===== config.mk =====
export PLATFORM = sky130hd
export DESIGN_NAME = length_prefixed_string_list_deframer_unit
export DESIGN_NICKNAME = d
export VERILOG_FILES = /design/src/rtl/core/lpsd_pkg.sv /design/src/rtl/core/length_prefixed_string_list_deframer_unit.sv /design/src/rtl/core/lpsd_parse.sv /design/src/rtl/core/lpsd_queue.sv
export SDC_FILE = /design/constraint.sdc
export NUM_CORES = 1
export LEC_CHECK = 0
export ABC_AREA = 1
export CORE_UTILIZATION = 45
export DETAILED_ROUTE_END_ITERATION = 12
export DONT_BUFFER_PORTS = 1
export SYNTH_ARGS = -nofsm -noshare
export SYNTH_HDL_FRONTEND = slang
export SYNTH_HIERARCHICAL = 1
export SYNTH_SLANG_ARGS = --single-unit

===== constraint.sdc =====
create_clock -name clk -period 25 [get_ports clk]
set_clock_uncertainty 0.05 [all_clocks]
set_input_delay 2.5 -clock clk [delete_from_list [all_inputs] [get_ports clk]]
set_output_delay 2.5 -clock clk [all_outputs]
set_load 0.01 [all_outputs]

===== src/rtl/core/lpsd_pkg.sv =====
// ----------------------------------------------------------------------------
// lpsd_pkg: shared types for the length-prefixed string list deframer
// Phase codes, result kinds, error codes and the result word layout.
// ----------------------------------------------------------------------------
package lpsd_pkg;

	localparam int FieldBytes = 8;
	localparam int FieldWidth = 64;

	typedef enum logic [1:0] {
		PH_COUNT   = 2'd0,
		PH_LENGTH  = 2'd1,
		PH_CONTENT = 2'd2,
		PH_TAIL    = 2'd3
	} phase_t;

	typedef enum logic [1:0] {
		K_DATA  = 2'd0,
		K_EMPTY = 2'd1,
		K_OK    = 2'd2,
		K_ERROR = 2'd3
	} kind_t;

	typedef enum logic [1:0] {
		E_SMALL     = 2'd0,
		E_TRUNCATED = 2'd1,
		E_TOOLONG   = 2'd2
	} err_t;

	typedef struct packed {
		kind_t      kind;
		logic [7:0] data_byte;
		logic       string_end;
		logic [1:0] error_code;
	} res_t;

	// up to two results per byte, packed toward slot 0
	typedef struct packed {
		logic v0;
		res_t r0;
		logic v1;
		res_t r1;
	} push_t;

endpackage


===== src/rtl/core/length_prefixed_string_list_deframer_unit.sv =====
// ----------------------------------------------------------------------------
// length_prefixed_string_list_deframer_unit: deframer for a list of strings
// Splits a message of a 64-bit LE count and LE-length-prefixed strings into
// content bytes, empty-string markers and a final ok/error verdict.
// ----------------------------------------------------------------------------
// Usage:
//   Slave side takes one message byte per word; s_tlast marks the last byte.
//   Master side gives one result per word: m_tuser is the kind (content
//   byte, empty string, ok, error), m_tdata carries the content byte and the
//   error code, m_tlast flags the last content byte of each string.
//   On an error the consumer drops the content already seen for that message.
// Path: an accepted byte is registered in the input stage, parsed from there,
//   and its results are written to the queue, whose head is the master side.
// Throughput: one byte per cycle; the parse stage fires whenever the result
//   queue has room for two words, so with a ready consumer the slave side
//   never stalls: a byte that gives two results leaves one extra word, which
//   drains while the first count byte of the next message is parsed.
// Reset: arst_n clears the phase, the field byte counter, the input stage
//   and the queue; the block then waits for the count of a new message.
// Stall: while m_tready is low the four-entry queue fills; once fewer than
//   two places are free the parse stage holds and s_tready drops.
// ----------------------------------------------------------------------------
module length_prefixed_string_list_deframer_unit (
	input  logic        clk,
	input  logic        arst_n,
	input  logic        s_tvalid,
	output logic        s_tready,
	input  logic [7:0]  s_tdata,   // [7:0] in_byte
	input  logic        s_tlast,   // is_last
	output logic        m_tvalid,
	input  logic        m_tready,
	output logic [15:0] m_tdata,   // [7:0] data_byte, [9:8] error_code, rest zero
	output logic [1:0]  m_tuser,   // [1:0] kind
	output logic        m_tlast    // string_end
);

	// input stage
	logic            v_s1;
	logic [7:0]      byte_s1;
	logic            last_s1;

	logic            step;
	logic            room2;
	logic            not_empty;
	logic [2:0]      q_count;
	lpsd_pkg::push_t push;
	lpsd_pkg::res_t  head;

	// parse fires when the queue can take a worst-case pair of results
	assign step     = v_s1 & room2;
	assign s_tready = ~v_s1 | step;

	always_ff @(posedge clk or negedge arst_n) begin
		if (!arst_n) begin
			v_s1 <= 1'b0;
		end else if (s_tready) begin
			v_s1 <= s_tvalid;
		end
	end

	always_ff @(posedge clk) begin
		if (s_tvalid && s_tready) begin
			byte_s1 <= s_tdata;
			last_s1 <= s_tlast;
		end
	end

	lpsd_parse u_parse (
		.clk     (clk),
		.arst_n  (arst_n),
		.step    (step),
		.in_byte (byte_s1),
		.is_last (last_s1),
		.push    (push)
	);

	lpsd_queue u_queue (
		.clk       (clk),
		.arst_n    (arst_n),
		.push      (push),
		.pop       (m_tready),
		.head      (head),
		.not_empty (not_empty),
		.room2     (room2),
		.count     (q_count)
	);

	assign m_tvalid = not_empty;
	assign m_tdata  = {6'd0, head.error_code, head.data_byte};
	assign m_tuser  = head.kind;
	assign m_tlast  = head.string_end;

	// queue never overflows
	a_queue_bound: assert property (@(posedge clk) disable iff (!arst_n)
		q_count <= 3'd4)
		else $error("result queue overflow");

	// a held input byte stays put until parsed
	a_s1_hold: assert property (@(posedge clk) disable iff (!arst_n)
		v_s1 && !step |=> v_s1 && $stable(byte_s1) && $stable(last_s1))
		else $error("input stage lost a byte");

	// an accepted byte is in the input stage next cycle
	a_s1_load: assert property (@(posedge clk) disable iff (!arst_n)
		s_tvalid && s_tready |=> v_s1)
		else $error("accepted byte not captured");

	// only content bytes carry the string-end flag
	a_end_flag: assert property (@(posedge clk) disable iff (!arst_n)
		m_tvalid && m_tlast |-> m_tuser == lpsd_pkg::K_DATA)
		else $error("string end on non-content result");

	// second result of a byte is always the verdict
	a_pair: assert property (@(posedge clk) disable iff (!arst_n)
		push.v1 |-> push.v0 && (push.r1.kind == lpsd_pkg::K_OK ||
			push.r1.kind == lpsd_pkg::K_ERROR))
		else $error("bad result pair");

endmodule


===== src/rtl/core/lpsd_parse.sv =====
// ----------------------------------------------------------------------------
// lpsd_parse: message parser
// Field collection, string/byte counters and end-of-message checks, one
// byte per step.
// ----------------------------------------------------------------------------
module lpsd_parse (
	input  logic                clk,
	input  logic                arst_n,
	input  logic                step,
	input  logic [7:0]          in_byte,
	input  logic                is_last,
	output lpsd_pkg::push_t     push
);

	localparam int FW = lpsd_pkg::FieldWidth;

	lpsd_pkg::phase_t phase_q, phase_d;
	logic [2:0]       idx_q, idx_d;
	logic [FW-1:0]    field_q, field_d;
	logic [FW-1:0]    strings_q, strings_d;
	logic [FW-1:0]    bytes_q, bytes_d;

	logic [FW-1:0]    shifted;
	logic             full;
	logic             main_v;
	lpsd_pkg::res_t   main_r;
	lpsd_pkg::res_t   fin_r;

	assign shifted = {in_byte, field_q[FW-1:8]};
	assign full    = (idx_q == 3'd7);

	always_ff @(posedge clk or negedge arst_n) begin
		if (!arst_n) begin
			phase_q <= lpsd_pkg::PH_COUNT;
			idx_q   <= '0;
		end else if (step) begin
			phase_q <= phase_d;
			idx_q   <= idx_d;
		end
	end

	always_ff @(posedge clk) begin
		if (step) begin
			field_q   <= field_d;
			strings_q <= strings_d;
			bytes_q   <= bytes_d;
		end
	end

	always_comb begin
		phase_d   = phase_q;
		idx_d     = idx_q;
		field_d   = field_q;
		strings_d = strings_q;
		bytes_d   = bytes_q;
		main_v    = 1'b0;
		main_r    = '{lpsd_pkg::K_DATA, 8'd0, 1'b0, 2'd0};
		fin_r     = '{lpsd_pkg::K_OK, 8'd0, 1'b0, 2'd0};

		unique case (phase_q)
			lpsd_pkg::PH_COUNT: begin
				field_d = shifted;
				idx_d   = idx_q + 3'd1;
				if (full) begin
					strings_d = shifted;
					phase_d   = (shifted != '0) ? lpsd_pkg::PH_LENGTH : lpsd_pkg::PH_TAIL;
				end
			end
			lpsd_pkg::PH_LENGTH: begin
				field_d = shifted;
				idx_d   = idx_q + 3'd1;
				if (full) begin
					bytes_d = shifted;
					if (shifted == '0) begin
						main_v       = 1'b1;
						main_r.kind  = lpsd_pkg::K_EMPTY;
						strings_d    = strings_q - FW'(1);
						phase_d      = (strings_q != FW'(1)) ? lpsd_pkg::PH_LENGTH
						                                      : lpsd_pkg::PH_TAIL;
					end else begin
						phase_d = lpsd_pkg::PH_CONTENT;
					end
				end
			end
			lpsd_pkg::PH_CONTENT: begin
				bytes_d           = bytes_q - FW'(1);
				main_v            = 1'b1;
				main_r.data_byte  = in_byte;
				main_r.string_end = (bytes_q == FW'(1));
				if (bytes_q == FW'(1)) begin
					strings_d = strings_q - FW'(1);
					phase_d   = (strings_q != FW'(1)) ? lpsd_pkg::PH_LENGTH
					                                   : lpsd_pkg::PH_TAIL;
				end
			end
			lpsd_pkg::PH_TAIL: begin
			end
			default: begin
			end
		endcase

		// end-of-message verdict from where the byte left us
		unique case (phase_d)
			lpsd_pkg::PH_COUNT: begin
				fin_r.kind       = lpsd_pkg::K_ERROR;
				fin_r.error_code = lpsd_pkg::E_SMALL;
			end
			lpsd_pkg::PH_LENGTH: begin
				fin_r.kind       = lpsd_pkg::K_ERROR;
				fin_r.error_code = lpsd_pkg::E_TRUNCATED;
			end
			lpsd_pkg::PH_CONTENT: begin
				fin_r.kind       = lpsd_pkg::K_ERROR;
				fin_r.error_code = lpsd_pkg::E_TOOLONG;
			end
			default: begin
				fin_r.kind = lpsd_pkg::K_OK;
			end
		endcase

		if (is_last) begin
			phase_d = lpsd_pkg::PH_COUNT;
			idx_d   = '0;
		end

		push.v0 = step & (main_v | is_last);
		push.r0 = main_v ? main_r : fin_r;
		push.v1 = step & main_v & is_last;
		push.r1 = fin_r;
	end

endmodule


===== src/rtl/core/lpsd_queue.sv =====
// ----------------------------------------------------------------------------
// lpsd_queue: result queue
// Four-entry register queue; takes up to two words a cycle, gives one.
// ----------------------------------------------------------------------------
module lpsd_queue (
	input  logic              clk,
	input  logic              arst_n,
	input  lpsd_pkg::push_t   push,
	input  logic              pop,
	output lpsd_pkg::res_t    head,
	output logic              not_empty,
	output logic              room2,
	output logic [2:0]        count
);

	lpsd_pkg::res_t mem_q [4];
	logic [1:0]     wr_q;
	logic [1:0]     rd_q;
	logic [2:0]     cnt_q;
	logic [2:0]     n_push;
	logic           do_pop;

	assign not_empty = (cnt_q != 3'd0);
	assign do_pop    = pop & not_empty;
	assign room2     = (cnt_q <= 3'd2);
	assign head      = mem_q[rd_q];
	assign count     = cnt_q;
	assign n_push    = {2'b00, push.v0} + {2'b00, push.v1};

	always_ff @(posedge clk) begin
		if (push.v0) begin
			mem_q[wr_q] <= push.r0;
		end
		if (push.v1) begin
			mem_q[wr_q + 2'd1] <= push.r1;
		end
	end

	always_ff @(posedge clk or negedge arst_n) begin
		if (!arst_n) begin
			wr_q  <= '0;
			rd_q  <= '0;
			cnt_q <= '0;
		end else begin
			wr_q  <= wr_q + n_push[1:0];
			rd_q  <= rd_q + {1'b0, do_pop};
			cnt_q <= cnt_q + n_push - {2'b00, do_pop};
		end
	end

endmodule

==> flow_summary.yaml <==
run_status:
  outcome: "finished, final reports clean"
routing:
  wire_per_inst_um: 17.7
  drtIter0Drc: 1225
  routed_wirelength_um: 41500
  drtAntennaViolNets: 0
  drt_pass1_iterations: 6
  vias_per_cell: 5.24
  vias: 12300
  drcViolationCount: 0
synthesis:
  synth_area_leader_cell: "edfxtp_1"
  ys_ff_latch: 258
  syn_avg_cell_area_um2: 8.18
  syn_inst: 1887
  synth_enable_flop_cells: 245
  yosysSeqAreaShare_pct: 49.7
  synthArstFlopShare_pct: 5.04
  synthTopCellsByArea: "edfxtp_1 48%, nand2_1 12%, nor2_1 7.0%"
  synth_top_area_share_pct: 47.6
  synth_flop_cell: "edfxtp_1"
  ys_types: 49
  syn-cell-area_um2: 15400
  yosys_warnings: 6
placed_design:
  placed_area_um2: 15800
  dp_slack_ps: 20970
  port_buffers: 0
  place_congestion: 0.937
  post-dp-hpwl_um: 30700
critical_path:
  critical_path_arrival_ps: 1990
  crit_type: "register to output pin"
  endpoint_kind: "output pin"
  reg2reg_depth: 21
  crit_required_ps: 22450
  crit_fanout: 26
  rrSetupSlack_ps: 20920
  startpoint_type: "register"
sta:
  hold_viol: 0
  fmax_ghz: 0.220
  period_share_pct: 18.1
  setup_viol: 0
  rsz0062_at_grt: "false"
  worst-slew-pin-transition_ps: 999
  fin_ws_ps: 20460
  setup_tns_ps: 0
  maxSlewHeadroom_pct: 33.4
  finalCriticalPeriod_ps: 4540
  drv_slew: 0
clock_tree:
  cts-hold-fix-buffers: 0
  clock_path_buffers: 3
  clk_pin_slew_ps: 60
  cts-root-buf: "clkbuf_16"
  tritoncts: "built"
  cts_sinks: 258
  cts_made_buffers: 30
  cts_setup_buffers: 0
  clock_latency_ps: 570
  cts_max_level: 1
  post_cts_resized: 0
layout:
  fin_nets: 1902
  regArea_um2: 7680
  fin_area_um2: 16800
  syn2layout_area_growth_pct: 8.91
  multi_input_area_um2: 6530
  final_cell_mix: "509 x nand2_1, 288 x nor2_1, 245 x edfxtp_1"
  n_fill_cell: 3237
  n_antenna_cell: 0
  final_common_cell: "nand2_1"
  drive_above_1_share_pct: 7.12
min_path:
  hold_depth: 0
  min_path_type: "register to register"
die:
  rows: 67
  initial_core_util_pct: 45.9
  pin_count: 34
  die_h_um: 187
  coreArea_um2: 33600
  dieArea_um2: 35100
  die_w_um: 187
power_and_ir_drop:
  internal_power_uw: 963
  p_comb_share_pct: 19.7
  swShare_pct: 32.6
  seqPwrFrac_pct: 47.0
  power_density_nw_per_um2: 85.0
  leakagePower_nw: 6.70
  ir_drop_v: 0.0000757
  fin_total_pwr_mw: 1.43
  power_switching_uw: 467
  clockPowerShare_pct: 33.3
global_routing:
  grt_overflow: 0
  grtUsageTotal_pct: 23.8
  antenna_found_initial: 0
  grt_pass1_wl_um: 65300
  grt_pass1_vias: 11900
  grt_start_max_net_pins: 84
run:
  max_cap_viol_count: 0
## metal layers
| layer | vias to the layer above | routed length (um) | GRT usage, % |
|---|---|---|---|
| li1 | 6089 | - | - |
| met1 | 5779 | 19000 | 33.4 |
| met2 | 356 | 18700 | 37.9 |
| met3 | 65 | 2660 | 3.71 |
| met4 | 0 | 1030 | 6.81 |
| met5 | - | 0 | 0 |
## power by group through the flow
stage                     logic, mW  clock network (mW)  registers [mW]
after global routing          0.322               0.499           0.682
after detailed placement      0.286                   0           0.680
after global placement        0.280                   0           0.677
final                         0.282               0.476           0.672
after floorplan               0.227                   0           0.641
after CTS                     0.286               0.483           0.671
## stage by stage
| stage | hold WS, ps | cells | util [%] |
|---|---|---|---|
| finish | 398 | 2344 | 50.0 |
| floorplan | 376 | 1900 | - |
| global route | 404 | 2344 | 50.0 |
| detailed placement | 385 | 2288 | 46.9 |
| global placement | 388 | 2288 | 46.9 |
| CTS | 394 | 2344 | 50.0 |
## worst max-delay path, cell delays in order (launching register included)
cell	delay (ps)
dfrtp_1	490
buf_4	260
inv_2	340
nand2_1	100
nand3_1	90
nand2_1	130
## cells by family (layout without fill, tap and decap cells)
family	count (synthesis)	count (layout)	synth area share, %
and+or+nand+nor	1038	1038	29.3
AOI/OAI and AO/OA	168	168	5.74
buffers and inverters	310	306	8.48
adders and majority gates	17	17	1.43
other	3	16	0.0729
DFF	258	258	49.7
xor gates and xnor gates	93	93	5.27
## sequential cells by signal (all words and copies together), names as in the netlist
register and count:
u_parse/bytes_q 64, u_parse/strings_q 64, u_parse/field_q 56, u_queue/mem_q 52, byte_s1 8, u_parse/idx_q 3, u_queue/count 3, u_parse/phase_q 2
u_queue/rd_q 2, u_queue/wr_q 2, last_s1 1, v_s1 1
## area by class of cell
| cell class | instances | share of cell area [%] |
|---|---|---|
| flip-flops and latches | 258 | 45.7 |
| multi-input cells | 1332 | 38.8 |
| inverters | 241 | 5.39 |
| clock buffers | 33 | 4.66 |
| well taps | 448 | 3.33 |
| clock inverters | 23 | 1.70 |
| repair buffers | 9 | 0.402 |
## cell usage after synthesis, types with 2 or more instances
library cell and count:
o22ai_1 2, and3_1 2, ha_1 16, o21ai_1 34, buf_6 7, nor4_1 12
nand3_1 104, nand2_1 509, o21ai_0 98, or2_1 3, or2_2 5, nor3_2 5
conb_1 3, nor2_2 8, nand2_2 5, o31ai_1 2, a21oi_2 2, xor2_1 60
a31oi_1 10, nand4_1 48, edfxtp_1 245, a21oi_1 13, nand3b_1 2, nand3_4 3
buf_2 12, dfrtp_1 13, buf_4 20, inv_1 221, and2_1 3, buf_1 2
xnor2_1 33, inv_2 19, nor2_8 3, a22oi_1 3, nor2_1 289, nor2_4 8
nor3_1 21, clkbuf_1 28, nand2_4 4
## worst paths after layout
path	start	end
max	u_queue/rd_q[0]	m_tdata[5]
min reg2reg	u_parse/field_q[16]	u_parse/field_q[8]
min	u_parse/field_q[16]	u_parse/field_q[8]
min in group asynchronous	arst_n	u_queue/count[2]
max reg2reg	u_parse/field_q[10]	u_queue/count[2]
max in group asynchronous	arst_n	u_queue/rd_q[1]
No activity file was read; power rests on OpenSTA's default activity.
